<file path="config.mk">
export PLATFORM = sky130hd
export DESIGN_NAME = polar_gaussian_sample_clamped
export DESIGN_NICKNAME = d
export VERILOG_FILES = /design/src/pgs_pkg.sv /design/src/pgs_mul.sv /design/src/pgs_div.sv /design/src/pgs_sqrt.sv /design/src/polar_gaussian_sample_clamped.sv
export SDC_FILE = /design/constraint.sdc
export NUM_CORES = 2
export LEC_CHECK = 0
export ABC_CLOCK_PERIOD_IN_PS = 8100
export BUFFER_PORTS_ARGS = -buffer_cell sky130_fd_sc_hd__buf_2
export CORE_UTILIZATION = 60
export CTS_CLUSTER_SIZE = 16
export DETAILED_ROUTE_END_ITERATION = 8
export PLACE_DENSITY_LB_ADDON = 0.2
export SLEW_MARGIN = 20
export SYNTH_ARGS = -nofsm -noshare
export SYNTH_HDL_FRONTEND = slang
export SYNTH_SLANG_ARGS = --single-unit
</file>
<file path="constraint.sdc">
create_clock -name clk_i -period 8.1 [get_ports clk_i]
set_input_delay 1.215 -clock clk_i [delete_from_list [all_inputs] [get_ports clk_i]]
set_output_delay 1.215 -clock clk_i [all_outputs]
set_load 0.005 [all_outputs]
</file>
<file path="src/pgs_pkg.sv">
`timescale 1ns / 1ps
package pgs_pkg;

  localparam int FRAC_BITS = 16;

  // Stream payload widths
  localparam int IN_DATA_W = 168;
  localparam int OUT_DATA_W = 32;

  // Datapath widths
  localparam int R_W       = 36;  // x^2 + y^2
  localparam int LG_STEPS  = 24;  // fraction bits of log2
  localparam int MUL_W     = 32;
  localparam int MUL_DIGIT = 8;
  localparam int DIV_W     = 32;
  localparam int ROOT_W    = 20;
  localparam int RAD_W     = 2 * ROOT_W;
  localparam int SPARE_W   = 24;

  // ln(2) in Q2.30
  localparam logic [31:0] LN2_Q30 = 32'd744261118;

  typedef enum logic [1:0] {
    STAT_FRESH  = 2'd0,
    STAT_SPARE  = 2'd1,
    STAT_REJECT = 2'd2
  } status_e;

endpackage

</file>
<file path="src/pgs_mul.sv">
`timescale 1ns / 1ps
// Digit-serial multiplier: one MUL_DIGIT slice of b per cycle, MSB first.
module pgs_mul (
  input  logic                           clk_i,
  input  logic                           rst_ni,
  input  logic                           start_i,
  input  logic [pgs_pkg::MUL_W-1:0]      a_i,
  input  logic [pgs_pkg::MUL_W-1:0]      b_i,
  output logic                           done_o,
  output logic [2*pgs_pkg::MUL_W-1:0]    prod_o
);
  localparam int W     = pgs_pkg::MUL_W;
  localparam int D     = pgs_pkg::MUL_DIGIT;
  localparam int Steps = W / D;
  localparam int CntW  = (Steps > 1) ? $clog2(Steps) : 1;

  logic            busy_q, done_q;
  logic [CntW-1:0] cnt_q;
  logic [W-1:0]    a_q, b_q;
  logic [2*W-1:0]  acc_q;
  logic [W+D-1:0]  part;

  assign part = (W+D)'(a_q) * (W+D)'(b_q[W-1 -: D]);

  always_ff @(posedge clk_i or negedge rst_ni) begin
    if (!rst_ni) begin
      busy_q <= 1'b0;
      done_q <= 1'b0;
      cnt_q  <= '0;
    end else begin
      done_q <= 1'b0;
      if (start_i) begin
        busy_q <= 1'b1;
        cnt_q  <= '0;
      end else if (busy_q) begin
        cnt_q <= cnt_q + 1'b1;
        if (cnt_q == CntW'(Steps - 1)) begin
          busy_q <= 1'b0;
          done_q <= 1'b1;
        end
      end
    end
  end

  always_ff @(posedge clk_i) begin
    if (start_i) begin
      a_q   <= a_i;
      b_q   <= b_i;
      acc_q <= '0;
    end else if (busy_q) begin
      acc_q <= (acc_q << D) + (2*W)'(part);
      b_q   <= b_q << D;
    end
  end

  assign done_o = done_q;
  assign prod_o = acc_q;

endmodule

</file>
<file path="src/pgs_div.sv">
`timescale 1ns / 1ps
// Restoring divider, one quotient bit per cycle: quot = (num * 2^DIV_W) / den.
// num must be below den.
module pgs_div (
  input  logic                      clk_i,
  input  logic                      rst_ni,
  input  logic                      start_i,
  input  logic [pgs_pkg::DIV_W-1:0] num_i,
  input  logic [pgs_pkg::DIV_W-1:0] den_i,
  output logic                      done_o,
  output logic [pgs_pkg::DIV_W-1:0] quot_o
);
  localparam int W    = pgs_pkg::DIV_W;
  localparam int CntW = $clog2(W);

  logic            busy_q, done_q;
  logic [CntW-1:0] cnt_q;
  logic [W-1:0]    rem_q, den_q, quot_q;
  logic [W:0]      rem_sh;
  logic            ge;

  assign rem_sh = {rem_q, 1'b0};
  assign ge     = rem_sh >= {1'b0, den_q};

  always_ff @(posedge clk_i or negedge rst_ni) begin
    if (!rst_ni) begin
      busy_q <= 1'b0;
      done_q <= 1'b0;
      cnt_q  <= '0;
    end else begin
      done_q <= 1'b0;
      if (start_i) begin
        busy_q <= 1'b1;
        cnt_q  <= '0;
      end else if (busy_q) begin
        cnt_q <= cnt_q + 1'b1;
        if (cnt_q == CntW'(W - 1)) begin
          busy_q <= 1'b0;
          done_q <= 1'b1;
        end
      end
    end
  end

  always_ff @(posedge clk_i) begin
    if (start_i) begin
      rem_q  <= num_i;
      den_q  <= den_i;
      quot_q <= '0;
    end else if (busy_q) begin
      rem_q  <= ge ? W'(rem_sh - {1'b0, den_q}) : rem_sh[W-1:0];
      quot_q <= {quot_q[W-2:0], ge};
    end
  end

  assign done_o = done_q;
  assign quot_o = quot_q;

endmodule

</file>
<file path="src/pgs_sqrt.sv">
`timescale 1ns / 1ps
// Digit-by-digit integer square root, two radicand bits and one root bit per cycle.
module pgs_sqrt (
  input  logic                       clk_i,
  input  logic                       rst_ni,
  input  logic                       start_i,
  input  logic [pgs_pkg::RAD_W-1:0]  rad_i,
  output logic                       done_o,
  output logic [pgs_pkg::ROOT_W-1:0] root_o
);
  localparam int RW   = pgs_pkg::ROOT_W;
  localparam int AW   = pgs_pkg::RAD_W;
  localparam int CntW = $clog2(RW);
  localparam int RemW = RW + 4;

  logic            busy_q, done_q;
  logic [CntW-1:0] cnt_q;
  logic [AW-1:0]   rad_q;
  logic [RW-1:0]   root_q;
  logic [RemW-1:0] rem_q, rem_sh, trial;
  logic            ge;

  assign rem_sh = {rem_q[RemW-3:0], rad_q[AW-1 -: 2]};
  assign trial  = RemW'({root_q, 2'b01});
  assign ge     = rem_sh >= trial;

  always_ff @(posedge clk_i or negedge rst_ni) begin
    if (!rst_ni) begin
      busy_q <= 1'b0;
      done_q <= 1'b0;
      cnt_q  <= '0;
    end else begin
      done_q <= 1'b0;
      if (start_i) begin
        busy_q <= 1'b1;
        cnt_q  <= '0;
      end else if (busy_q) begin
        cnt_q <= cnt_q + 1'b1;
        if (cnt_q == CntW'(RW - 1)) begin
          busy_q <= 1'b0;
          done_q <= 1'b1;
        end
      end
    end
  end

  always_ff @(posedge clk_i) begin
    if (start_i) begin
      rad_q  <= rad_i;
      root_q <= '0;
      rem_q  <= '0;
    end else if (busy_q) begin
      rad_q  <= rad_q << 2;
      rem_q  <= ge ? rem_sh - trial : rem_sh;
      root_q <= {root_q[RW-2:0], ge};
    end
  end

  assign done_o = done_q;
  assign root_o = root_q;

endmodule

</file>
<file path="src/polar_gaussian_sample_clamped.sv">
`timescale 1ns / 1ps
// Clamped Gaussian sampler, polar method, Q16.16 by default.
// Input channel s_axis_*: one transaction per request carrying mean, deviation,
// clamp bounds and two uniform draws in [-1,1]. Output channel m_axis_*: one
// transaction per request, sample in tdata and status in tuser (fresh, spare
// used, or draws rejected; a rejected request returns sample zero and should
// be retried with new draws).
// One request is in work at a time. A request served from the held spare
// skips the draws and goes straight to scaling, and a rejected one ends after
// the range check. A fresh pair walks the leading one of r to bit 31 in the
// normalizer, runs the 24 squarings of the base-2 logarithm on the shared
// 8-bit-digit multiplier, then the divider and the root, before scaling.
// The result sits in an output register, so s_axis_tready rises again as soon
// as the result is stored even while the receiver stalls; a second result
// waits inside until the register is taken.
// Reset clears the spare, the sequencer and the output valid.
module polar_gaussian_sample_clamped #(
  parameter int FRAC_BITS = pgs_pkg::FRAC_BITS
) (
  input  logic                            clk_i,
  input  logic                            rst_ni,
  input  logic                            s_axis_tvalid,
  output logic                            s_axis_tready,
  // [31:0] mean_value, [63:32] deviation, [95:64] lower_bound,
  // [127:96] upper_bound, [145:128] uniform_x, [163:146] uniform_y, [167:164] zero
  input  logic [pgs_pkg::IN_DATA_W-1:0]   s_axis_tdata,
  output logic                            m_axis_tvalid,
  input  logic                            m_axis_tready,
  output logic [pgs_pkg::OUT_DATA_W-1:0]  m_axis_tdata,  // [31:0] sample
  output logic [1:0]                      m_axis_tuser   // [1:0] status
);
  localparam int EW = $clog2(2 * FRAC_BITS + 1);
  localparam int RW = pgs_pkg::R_W;
  localparam int CW = (2 * FRAC_BITS + 1 > RW) ? 2 * FRAC_BITS + 2 : RW + 1;
  localparam logic [CW-1:0] R_ONE  = {{(CW-1){1'b0}}, 1'b1} << (2 * FRAC_BITS);
  localparam logic [63:0]   HALF_F = 64'd1 << (FRAC_BITS - 1);
  localparam int SW = pgs_pkg::SPARE_W;
  localparam logic signed [SW-1:0] SPARE_MAX = {1'b0, {(SW-1){1'b1}}};
  localparam logic signed [SW-1:0] SPARE_MIN = {1'b1, {(SW-1){1'b0}}};

  typedef enum logic [14:0] {
    ST_IDLE  = 15'h0001,
    ST_SQX   = 15'h0002,
    ST_SQY   = 15'h0004,
    ST_CHECK = 15'h0008,
    ST_NORM  = 15'h0010,
    ST_LOG   = 15'h0020,
    ST_LN2   = 15'h0040,
    ST_DIV   = 15'h0080,
    ST_ROOT  = 15'h0100,
    ST_NX    = 15'h0200,
    ST_NY    = 15'h0400,
    ST_SCALE = 15'h0800,
    ST_SUM   = 15'h1000,
    ST_CLAMP = 15'h2000,
    ST_OUT   = 15'h4000
  } state_e;

  // Control state
  state_e state_q, state_d;
  logic   issued_q, issued_d;
  logic   spare_vld_q, spare_vld_d;
  logic   mval_q, mval_d;

  // Request and datapath registers
  logic signed [31:0]    mean_q, mean_d, dev_q, dev_d, lo_q, lo_d, hi_q, hi_d;
  logic signed [17:0]    x_q, x_d, y_q, y_d;
  logic signed [SW-1:0]  spare_q, spare_d;
  pgs_pkg::status_e      status_q, status_d;
  logic [RW-1:0]         r_q, r_d;
  logic [5:0]            p_q, p_d;
  logic [EW-1:0]         e_q, e_d;
  logic [31:0]           m_q, m_d, z_q, z_d, t_q, t_d;
  logic [pgs_pkg::LG_STEPS-1:0] lg_q, lg_d;
  logic [4:0]            cnt_q, cnt_d;
  logic [32:0]           a_q, a_d;
  logic [pgs_pkg::ROOT_W-1:0] d_q, d_d;
  logic [31:0]           nmag_q, nmag_d;
  logic                  nneg_q, nneg_d;
  logic [63:0]           sc_q, sc_d;
  logic signed [65:0]    sum_q, sum_d;
  logic signed [31:0]    res_q, res_d;
  logic [31:0]           mdata_q;
  pgs_pkg::status_e      muser_q;

  // Unit handshakes
  logic        mul_start, mul_done, div_start, div_done, root_start, root_done;
  logic [31:0] mul_a, mul_b;
  logic [63:0] mul_prod;
  logic [31:0] div_quot;
  logic [pgs_pkg::ROOT_W-1:0] root_val;

  // Helpers
  logic [17:0]        xmag, ymag;
  logic [31:0]        devmag;
  logic [SW-1:0]      spare_mag;
  logic [32:0]        zz;
  logic [EW-2:0]      half_e;
  logic [63:0]        shifted, rnd_full;
  logic [47:0]        rnd;
  logic signed [65:0] sc_s;
  logic signed [31:0] sat;
  logic               accept, load_out;

  assign xmag      = x_q[17] ? 18'(-x_q) : 18'(x_q);
  assign ymag      = y_q[17] ? 18'(-y_q) : 18'(y_q);
  assign devmag    = dev_q[31] ? 32'(-dev_q) : 32'(dev_q);
  assign spare_mag = spare_q[SW-1] ? SW'(-spare_q) : SW'(spare_q);
  assign zz        = mul_prod[63:31];
  assign half_e    = e_q[EW-1:1];
  assign shifted   = mul_prod << half_e;
  assign rnd_full  = (shifted + 64'd32768) >> 16;
  assign rnd       = rnd_full[47:0];
  assign sc_s      = $signed({2'b00, sc_q});

  assign s_axis_tready = (state_q == ST_IDLE);
  assign accept        = s_axis_tvalid && s_axis_tready;
  assign load_out      = (state_q == ST_OUT) && (!mval_q || m_axis_tready);

  // Operand select for the shared multiplier
  always_comb begin
    case (state_q)
      ST_SQX:   begin mul_a = 32'(xmag);  mul_b = 32'(xmag); end
      ST_SQY:   begin mul_a = 32'(ymag);  mul_b = 32'(ymag); end
      ST_LOG:   begin mul_a = z_q;        mul_b = z_q; end
      ST_LN2:   begin
        mul_a = (32'(e_q) << 24) - 32'(lg_q);
        mul_b = pgs_pkg::LN2_Q30;
      end
      ST_NX:    begin mul_a = 32'(xmag);  mul_b = 32'(d_q); end
      ST_NY:    begin mul_a = 32'(ymag);  mul_b = 32'(d_q); end
      ST_SCALE: begin mul_a = nmag_q;     mul_b = devmag; end
      default:  begin mul_a = '0;         mul_b = '0; end
    endcase
  end

  assign mul_start  = !issued_q && (state_q inside {ST_SQX, ST_SQY, ST_LOG, ST_LN2,
                                                    ST_NX, ST_NY, ST_SCALE});
  assign div_start  = !issued_q && (state_q == ST_DIV);
  assign root_start = !issued_q && (state_q == ST_ROOT);

  // Sequencer
  always_comb begin
    state_d     = state_q;
    issued_d    = issued_q;
    spare_vld_d = spare_vld_q;
    mean_d = mean_q; dev_d = dev_q; lo_d = lo_q; hi_d = hi_q;
    x_d = x_q; y_d = y_q;
    spare_d  = spare_q;
    status_d = status_q;
    r_d = r_q; p_d = p_q; e_d = e_q; m_d = m_q; z_d = z_q; t_d = t_q;
    lg_d = lg_q; cnt_d = cnt_q; a_d = a_q; d_d = d_q;
    nmag_d = nmag_q; nneg_d = nneg_q;
    sc_d = sc_q; sum_d = sum_q; res_d = res_q;
    sat = '0;

    if (mul_start || div_start || root_start) begin
      issued_d = 1'b1;
    end

    case (state_q)
      ST_IDLE: begin
        if (accept) begin
          mean_d = s_axis_tdata[31:0];
          dev_d  = s_axis_tdata[63:32];
          lo_d   = s_axis_tdata[95:64];
          hi_d   = s_axis_tdata[127:96];
          x_d    = s_axis_tdata[145:128];
          y_d    = s_axis_tdata[163:146];
          if (spare_vld_q) begin
            // Serve from the held spare, no draws needed
            nmag_d      = 32'(spare_mag);
            nneg_d      = spare_q[SW-1];
            spare_vld_d = 1'b0;
            status_d    = pgs_pkg::STAT_SPARE;
            state_d     = ST_SCALE;
          end else begin
            status_d = pgs_pkg::STAT_FRESH;
            state_d  = ST_SQX;
          end
        end
      end
      ST_SQX: begin
        if (issued_q && mul_done) begin
          issued_d = 1'b0;
          r_d      = RW'(mul_prod);
          state_d  = ST_SQY;
        end
      end
      ST_SQY: begin
        if (issued_q && mul_done) begin
          issued_d = 1'b0;
          r_d      = r_q + RW'(mul_prod);
          state_d  = ST_CHECK;
        end
      end
      ST_CHECK: begin
        if (r_q == '0 || CW'(r_q) > R_ONE) begin
          status_d = pgs_pkg::STAT_REJECT;
          res_d    = '0;
          state_d  = ST_OUT;
        end else begin
          p_d     = 6'd31;
          state_d = ST_NORM;
        end
      end
      ST_NORM: begin
        // Walk the leading one to bit 31, tracking its original position
        if (r_q[RW-1:32] != '0) begin
          r_d = r_q >> 1;
          p_d = p_q + 1'b1;
        end else if (!r_q[31]) begin
          r_d = r_q << 1;
          p_d = p_q - 1'b1;
        end else begin
          m_d     = r_q[31:0];
          z_d     = r_q[31:0];
          e_d     = EW'(2 * FRAC_BITS) - EW'(p_q);
          lg_d    = '0;
          cnt_d   = 5'(pgs_pkg::LG_STEPS - 1);
          state_d = ST_LOG;
        end
      end
      ST_LOG: begin
        // One log2 fraction bit per squaring
        if (issued_q && mul_done) begin
          issued_d = 1'b0;
          if (zz[32]) begin
            z_d        = zz[32:1];
            lg_d[cnt_q] = 1'b1;
          end else begin
            z_d = zz[31:0];
          end
          if (cnt_q == '0) begin
            state_d = ST_LN2;
          end else begin
            cnt_d = cnt_q - 1'b1;
          end
        end
      end
      ST_LN2: begin
        if (issued_q && mul_done) begin
          issued_d = 1'b0;
          t_d      = mul_prod[60:29];
          state_d  = ST_DIV;
        end
      end
      ST_DIV: begin
        if (issued_q && div_done) begin
          issued_d = 1'b0;
          if (e_q[0]) begin
            a_d = {div_quot, 1'b0};
            e_d = e_q - 1'b1;
          end else begin
            a_d = {1'b0, div_quot};
          end
          state_d = ST_ROOT;
        end
      end
      ST_ROOT: begin
        if (issued_q && root_done) begin
          issued_d = 1'b0;
          d_d      = root_val;
          state_d  = ST_NX;
        end
      end
      ST_NX: begin
        if (issued_q && mul_done) begin
          issued_d = 1'b0;
          nmag_d   = rnd[31:0];
          nneg_d   = x_q[17];
          state_d  = ST_NY;
        end
      end
      ST_NY: begin
        // Keep y*d as the spare, saturated to its storage width
        if (issued_q && mul_done) begin
          issued_d = 1'b0;
          if (y_q[17]) begin
            spare_d = (rnd > 48'(1 << (SW - 1))) ? SPARE_MIN : -$signed(SW'(rnd));
          end else begin
            spare_d = (rnd > 48'(SPARE_MAX)) ? SPARE_MAX : $signed(SW'(rnd));
          end
          spare_vld_d = 1'b1;
          state_d     = ST_SCALE;
        end
      end
      ST_SCALE: begin
        if (issued_q && mul_done) begin
          issued_d = 1'b0;
          sc_d     = (mul_prod + HALF_F) >> FRAC_BITS;
          state_d  = ST_SUM;
        end
      end
      ST_SUM: begin
        sum_d   = ((nneg_q ^ dev_q[31]) ? -sc_s : sc_s) + 66'(mean_q);
        state_d = ST_CLAMP;
      end
      ST_CLAMP: begin
        if (sum_q > 66'sd2147483647) begin
          sat = 32'sh7fffffff;
        end else if (sum_q < -66'sd2147483648) begin
          sat = 32'sh80000000;
        end else begin
          sat = sum_q[31:0];
        end
        // Ceiling first, then floor
        if (sat > hi_q) begin
          res_d = hi_q;
        end else if (sat < lo_q) begin
          res_d = lo_q;
        end else begin
          res_d = sat;
        end
        state_d = ST_OUT;
      end
      ST_OUT: begin
        if (load_out) begin
          state_d = ST_IDLE;
        end
      end
      default: begin
        state_d = ST_IDLE;
      end
    endcase
  end

  always_comb begin
    mval_d = mval_q;
    if (m_axis_tready) begin
      mval_d = 1'b0;
    end
    if (load_out) begin
      mval_d = 1'b1;
    end
  end

  always_ff @(posedge clk_i or negedge rst_ni) begin
    if (!rst_ni) begin
      state_q     <= ST_IDLE;
      issued_q    <= 1'b0;
      spare_vld_q <= 1'b0;
      spare_q     <= '0;
      mval_q      <= 1'b0;
    end else begin
      state_q     <= state_d;
      issued_q    <= issued_d;
      spare_vld_q <= spare_vld_d;
      spare_q     <= spare_d;
      mval_q      <= mval_d;
    end
  end

  always_ff @(posedge clk_i) begin
    mean_q <= mean_d; dev_q <= dev_d; lo_q <= lo_d; hi_q <= hi_d;
    x_q <= x_d; y_q <= y_d;
    status_q <= status_d;
    r_q <= r_d; p_q <= p_d; e_q <= e_d; m_q <= m_d; z_q <= z_d; t_q <= t_d;
    lg_q <= lg_d; cnt_q <= cnt_d; a_q <= a_d; d_q <= d_d;
    nmag_q <= nmag_d; nneg_q <= nneg_d;
    sc_q <= sc_d; sum_q <= sum_d; res_q <= res_d;
    if (load_out) begin
      mdata_q <= res_q;
      muser_q <= status_q;
    end
  end

  pgs_mul u_mul (
    .clk_i   (clk_i),
    .rst_ni  (rst_ni),
    .start_i (mul_start),
    .a_i     (mul_a),
    .b_i     (mul_b),
    .done_o  (mul_done),
    .prod_o  (mul_prod)
  );

  pgs_div u_div (
    .clk_i   (clk_i),
    .rst_ni  (rst_ni),
    .start_i (div_start),
    .num_i   (t_q),
    .den_i   (m_q),
    .done_o  (div_done),
    .quot_o  (div_quot)
  );

  pgs_sqrt u_sqrt (
    .clk_i   (clk_i),
    .rst_ni  (rst_ni),
    .start_i (root_start),
    .rad_i   ({a_q, 7'b0}),
    .done_o  (root_done),
    .root_o  (root_val)
  );

  assign m_axis_tvalid = mval_q;
  assign m_axis_tdata  = mdata_q;
  assign m_axis_tuser  = muser_q;

endmodule

</file>
# Word-level counts from Yosys, hierarchy flattened

Index checks and enable logic that the tools add are counted.

Input port bits: 172
Register bits after elaboration: 962

Bitwise gates (word level): 3
Shift operators: 1
$lt $le $gt $ge: 11
Mux-type cells: 120
Add/subtract/negate cells: 22
Equality and inequality tests: 39
Multipliers: 1
Reduce and logical (&&, ||, !) cells: 55

Operator list:

| cell                     | number |
|---|---|
| $mux W32                 | 20 |
| $mux W15                 | 15 |
| $pmux W15 S15            | 1 |
| $mux W24                 | 8 |
| $pmux W32 S2             | 3 |
| $pmux W32 S6             | 1 |
| $pmux W32 S5             | 1 |
| $mux W36                 | 4 |
| $add A64 B16 Y64 const B | 2 |
| $pmux W36 S3             | 1 |
| $mux W40                 | 2 |
| $add A66 B32 Y66         | 1 |
| $gt A66 B32 Y1 const B   | 1 |
| $lt A66 B32 Y1 const B   | 1 |
| $mux W66                 | 1 |
| $neg A48 Y66             | 1 |
| $add A64 B40 Y64         | 1 |
| $shl A64 B5 Y64          | 1 |
| $gt A48 B23 Y1 const B   | 1 |
| $gt A48 B24 Y1 const B   | 1 |
| $neg A24 Y24             | 2 |
| $pmux W24 S2             | 1 |
| $mux W6                  | 7 |
| $mul A32 B8 Y40          | 1 |
| 70 further kinds         | 174 |

# Longest topological paths before layout

Word-level depth: 8
Mapped depth: 25
Gate-level depth less buffers: 24

# By module

From an unflattened synthesis, not the netlist that was laid out.

Cell total of the unflattened synthesis: 6605
Area, all modules: 68310.5 um2

Modules (own cells, without submodules):

| module                        | times used | area each (um2) | cells each |
|---|---|---|---|
| polar_gaussian_sample_clamped | 1          | 43239.0         | 4063 |
| pgs_mul                       | 1          | 14052.2         | 1456 |
| pgs_div                       | 1          | 6015.8          | 599 |
| pgs_sqrt                      | 1          | 5003.5          | 487 |

# Least setup slack after synthesis

Ideal clock, no wire load.

Path type: register -> register
From: register state_q[12]
To: register nmag_q[0], enable pin
Path slack: 779 ps
Library setup time: 393 ps
Arrival time: 6928 ps
Period minus slack after synthesis: 7321 ps
Data required time: 7707 ps
Buffers on the path: 1
Cell stages (with the launch flop): 11
Cells stage by stage: dfrtp_1 clkbuf_1 nor2_1 nand2_1 nor4_1 nand2_1 or3_1 or3_1 inv_1 and2_1 a22o_1

Cells in the longest elaborated chain, start to end: 4
Elaborated cells on any way between the ends: 8

RTL lines:

| element                                | RTL line                             | RTL |
|---|---|---|
| start: declaration                     | polar_gaussian_sample_clamped.sv:60  | `state_e state_q, state_d;` |
| start signal: assignment               | polar_gaussian_sample_clamped.sv:346 | `state_q <= state_d;` |
| $eq A15 B1 Y1 (*)                      | polar_gaussian_sample_clamped.sv:116 | `assign s_axis_tready = (state_q == ST_IDLE);` |
| named net s_axis_tready                | polar_gaussian_sample_clamped.sv:23  | `output logic s_axis_tready,` |
| $logic_and A1 B1 Y1                    | polar_gaussian_sample_clamped.sv:117 | `assign accept = s_axis_tvalid && s_axis_tready;` |
| $ne A2 B1 Y1 (no source line)          | -                                    |  |
| $reduce_and A4 Y1 (no source line) (*) | -                                    |  |
| end signal: assignment                 | polar_gaussian_sample_clamped.sv:360 | `nmag_q <= nmag_d; nneg_q <= nneg_d;` |
| end: declaration                       | polar_gaussian_sample_clamped.sv:78  | `logic [31:0] nmag_q, nmag_d;` |

The timed path passes the listed nets; every way through them passes the cells marked *.
A chain may end at the register's enable or synchronous reset.

# Worst setup path in the final report

From: register sc_q[13]
To: register sum_q[65], data pin

Cells in the longest elaborated chain, start to end: 3

RTL lines:

| element                  | RTL line                             | RTL |
|---|---|---|
| start: declaration       | polar_gaussian_sample_clamped.sv:80  | `logic [63:0] sc_q, sc_d;` |
| start signal: assignment | polar_gaussian_sample_clamped.sv:361 | `sc_q <= sc_d; sum_q <= sum_d; res_q <= res_d;` |
| $neg A48 Y66             | polar_gaussian_sample_clamped.sv:296 | `sum_d = ((nneg_q ^ dev_q[31]) ? -sc_s : sc_s) + 66'(mean_q);` |
| $mux W66 (*)             | polar_gaussian_sample_clamped.sv:296 |  |
| $add A66 B32 Y66 (*)     | polar_gaussian_sample_clamped.sv:296 |  |
| end signal: assignment   | polar_gaussian_sample_clamped.sv:361 |  |
| end: declaration         | polar_gaussian_sample_clamped.sv:81  | `logic signed [65:0] sum_q, sum_d;` |

Mark *: on every way between the ends. The rest lies on a longest branch, timed or not.

==> results.sh <==
export IMPL_slew_violations=0
export IMPL_cp_slowest_cell="a2111oi_0"
export IMPL_cp_start_kind="flop"
export IMPL_cp_startpoint="sc_q[13]"
export IMPL_port_buffers=203
export IMPL_hold_path_class="flop to flop"
export IMPL_synthSimpleGateAreaFrac_pct=14.85
export IMPL_cts_sinks=962
export IMPL_synth_top_cell_area_share_pct=34.04
export IMPL_place_hpwl_um=153000
export IMPL_antenna_found_initial=15
export IMPL_grt_max_degree=92
export IMPL_ys_warn_count=0
export IMPL_min_from="res_q[28]"
export IMPL_clkLatencyLatePin_ns=0.72
export IMPL_drc_errors=7
export IMPL_synth_compound_area_share_pct=14.51
export IMPL_setup_tns_ns=0
export IMPL_cts_tree="built"
export IMPL_core_sq_um=111000
export IMPL_worst_setup_path_type="flop to flop"
export IMPL_overflow=0
export IMPL_clk_pin_slew_ns=0.06
export IMPL_track_usage_pct=36.02
export IMPL_synth_main_ff_cell="edfxtp_1"
export IMPL_gp_congestion=1.018
export IMPL_synth_top_family_by_area="simple AND/OR/NAND/NOR gates"
export IMPL_syn_area_sq_um=67400
export IMPL_r2r_slack_ns=0.75
export IMPL_hold_viol_final=0
export IMPL_endpoint_kind="flop"
export IMPL_design_area_sq_um=73600
export IMPL_vias_per_cell=6.407
export IMPL_power_leakage_nw=29.57
export IMPL_start_util_pct=60.74
export IMPL_setup_violations=0
export IMPL_powerDensity_nw_per_um2=308.3
export IMPL_max_freq_mhz=136.0
export IMPL_postSynthCellCount=6693
export IMPL_first_iter_violations=6035
export IMPL_ctsHoldBuffers=0
export IMPL_synth_edff_count=764
export IMPL_synthToLayoutAreaGrowth_pct=9.187
export IMPL_avgSynthCellArea_sq_um=10.07
export IMPL_vias=53540
export IMPL_finClkSkew_ns=0.04578
export IMPL_cp_cell_sequence="or4_1, nor4_1, or4b_2, nor2_1, nand3_1, nor3_1, a21oi_1, xor2_1, ha_1, a21o_1, a21o_1, a2111oi_0, nand3b_1, o211ai_1, o311ai_0, a211oi_1, o21a_1, nor4_1, a2111oi_0, mux2i_1, nor2_1"
export IMPL_io_pins=208
export IMPL_drive_above_1_share_pct=11.28
export IMPL_grt_pass1_wl_um=310100
export IMPL_synth_cell_types=109
export IMPL_outcome="complete, but fails checks"
export IMPL_critPathArrivalTime_ns=7.82
export IMPL_worst_slew_pin_slew_ns=1.099
export IMPL_fin_crit_sh_pct=90.80
export IMPL_fin_crit_ns=7.355
export IMPL_r2r_start="sc_q[13]"
export IMPL_synth_area_top_cells="edfxtp_1 (34%), fa_1 (6.4%), ha_1 (5.7%), dfxtp_1 (4.1%), mux2i_1 (3.8%)"
export IMPL_numCtsBuffers=102
export IMPL_rows=122
export IMPL_reg2reg_depth=21
export IMPL_hold_path_end="m_axis_tdata[28]"
export IMPL_synth_seq_cells=962
export IMPL_cts_root_buf="clkbuf_16"
export IMPL_post_synth_fa_ha_maj_area_fraction_pct=12.08
export IMPL_die_h_um=337.2
export IMPL_dpl_cell_area_sq_um=69890
export IMPL_postRouteWirelength_um=206200
export IMPL_maxCapViolCount=0
export IMPL_rsz0062_at_grt="no"
export IMPL_crit_required_ns=8.56
export IMPL_yosys_area_top_type="edfxtp_1"
export IMPL_grt_pass1_vias=51320
export IMPL_cts_max_path_buffers=3
export IMPL_fp_dieW_um=337.2
export IMPL_ys_async_sr_fraction_pct=6.237
export IMPL_synth_xor_xnor_area_share_pct=5.509
export IMPL_wl_per_cell_um=24.67
export IMPL_min_delay_path_depth=0
export IMPL_violations="design-rule violations"
export IMPL_max_stage_delay_ns=0.71
export IMPL_antenna_left=0
export IMPL_crit_fanout=5
export IMPL_ys_seq_area_share_pct=40.36
export IMPL_syn_nets=7387
export IMPL_ctsResizeCount=0
export IMPL_max_slew_margin_pct=25.93
export IMPL_crit_reg2reg_capture="sum_q[65]"
export IMPL_htree_levels=3
export IMPL_post_cts_buffers=0
export IMPL_drt_pass1_iterations=9
export IMPL_dieArea_sq_um=113700
export IMPL_final_cells=8357
export IMPL_vdd_drop_max_v=0.0003013
export IMPL_muxShareOfSynthArea_pct=7.848
export IMPL_dp_cells=8156
export IMPL_layout_nets=7466
## stage by stage
| stage | hold WS (ns) | util (%) | total power, mW | setup slack (ns) |
|---|---|---|---|---|
| floorplan | 0.4003 | - | 14.40 | 0.7794 |
| global placement | 0.4011 | 62.98 | 17.16 | 0.8980 |
| detailed placement | 0.4045 | 62.98 | 17.34 | 0.8496 |
| CTS | 0.4189 | 66.30 | 22.52 | 0.8304 |
| global route | 0.4204 | 66.30 | 23.98 | 0.07248 |
| finish | 0.4179 | 66.32 | 22.69 | 0.7451 |
## cells in the mapped netlist (45+ instances only)
library cell  instances
nand4_1              73
mux2i_1             254
nand3_1             133
nand2_1             573
dfrtp_1              59
o21a_1               45
nor2_1              522
dfxtp_1             138
nor3_1               95
nor2b_1              52
xnor2_1             266
a21oi_1             458
a21o_1              141
o31ai_1              45
nor4_1               53
nand2b_1             63
edfxtp_1            764
mux4_2               65
xor2_1              158
clkbuf_1            280
and2_1              217
or3_1                50
and3_1               47
mux2_2              112
a211oi_1             54
a31oi_1              58
ha_1                307
o21ai_0             298
fa_1                215
inv_1               457
## state kept, by name (all words and copies together) (netlist names), 33 cells and up
name          flops
a_q              33
r_q              36
sc_q             48
sum_q            66
u_mul.prod_o     64
u_sqrt.rad_q     33
## cells in the final DEF (no fill, tap or decap), types with 33 or more instances in the layout
cell / instances
edfxtp_1: 764
mux2i_1: 254
clkbuf_16: 105
dfxtp_1: 137
nor2_1: 514
nand2b_1: 63
fa_1: 215
o21ai_0: 297
mux4_2: 65
nor4_1: 53
buf_4: 122
buf_2: 203
a31oi_1: 58
nand3_1: 133
dfrtp_1: 56
and2_1: 216
inv_1: 457
a22o_1: 33
o31ai_1: 44
a211oi_1: 54
xnor2_1: 265
xor2_1: 157
ha_1: 307
o21a_1: 45
nor2b_1: 52
nor3_1: 94
nand4_1: 73
and3_1: 46
a21oi_1: 456
or3_1: 50
a22oi_1: 40
nand2_1: 572
a21o_1: 141
mux2_2: 112
## kinds of logic (layout without fill, tap and decap cells)
group | Yosys count | after routing
xor+xnor | 424 | 424
flops | 962 | 962
compound gates | 1503 | 1503
buf+inv | 816 | 984
mux | 433 | 433
fa+ha+maj | 522 | 522
other cells | 0 | 8
simple gates | 2033 | 2033
## power by group
part / leakage (nW) / switching [mW] / internal [mW]
sequential: 8.96 / 0.922 / 5.97
clock: 1.77 / 2.12 / 2.99
combinational: 18.8 / 6.31 / 4.38
## worst max-delay path, delay by kind of cell, from the launching register on
| family | cells | cell delay, ns |
|---|---|---|
| adders and majority gates | 1 | 0.23 |
| muxes | 1 | 0.25 |
| AOI/OAI and AO/OA | 9 | 3.05 |
| DFF | 1 | 0.42 |
| xor gates and xnor gates | 1 | 0.17 |
| and+or+nand+nor | 9 | 3.01 |
## layout make-up
| class | count | area (sq um) |
|---|---|---|
| Fill cell | 8734 | 37380 |
| Multi-Input combinational cell | 4915 | 37100 |
| Sequential cell | 962 | 27210 |
| Clock buffer | 130 | 2801 |
| Timing Repair Buffer | 327 | 1972 |
| Tap cell | 1488 | 1862 |
| Inverter | 464 | 1743 |
| Clock inverter | 63 | 887.1 |
| Antenna cell | 8 | 20.02 |
## worst max path at each step
stage / endpoint / slack, ns / depth (start not counted)
after global placement: sum_q[65] / 0.90 / 21
after CTS: sum_q[65] / 0.83 / 21
after global routing: sum_q[65] / 0.07 / 22
after detailed placement: sum_q[65] / 0.85 / 21
final: sum_q[65] / 0.75 / 21
after floorplan: nmag_q[0] / 0.78 / 10
## routing by layer
layer / wire length, um / part of all wire [%] / track usage [%]
met3: 18730 / 9.1 / 7.015
met4: 11950 / 5.8 / 18.73
met1: 82390 / 40 / 47.65
met5: 99 / 0.048 / 0
met2: 92980 / 45 / 56.31
Note: power is estimated with default switching activity, not from simulation.
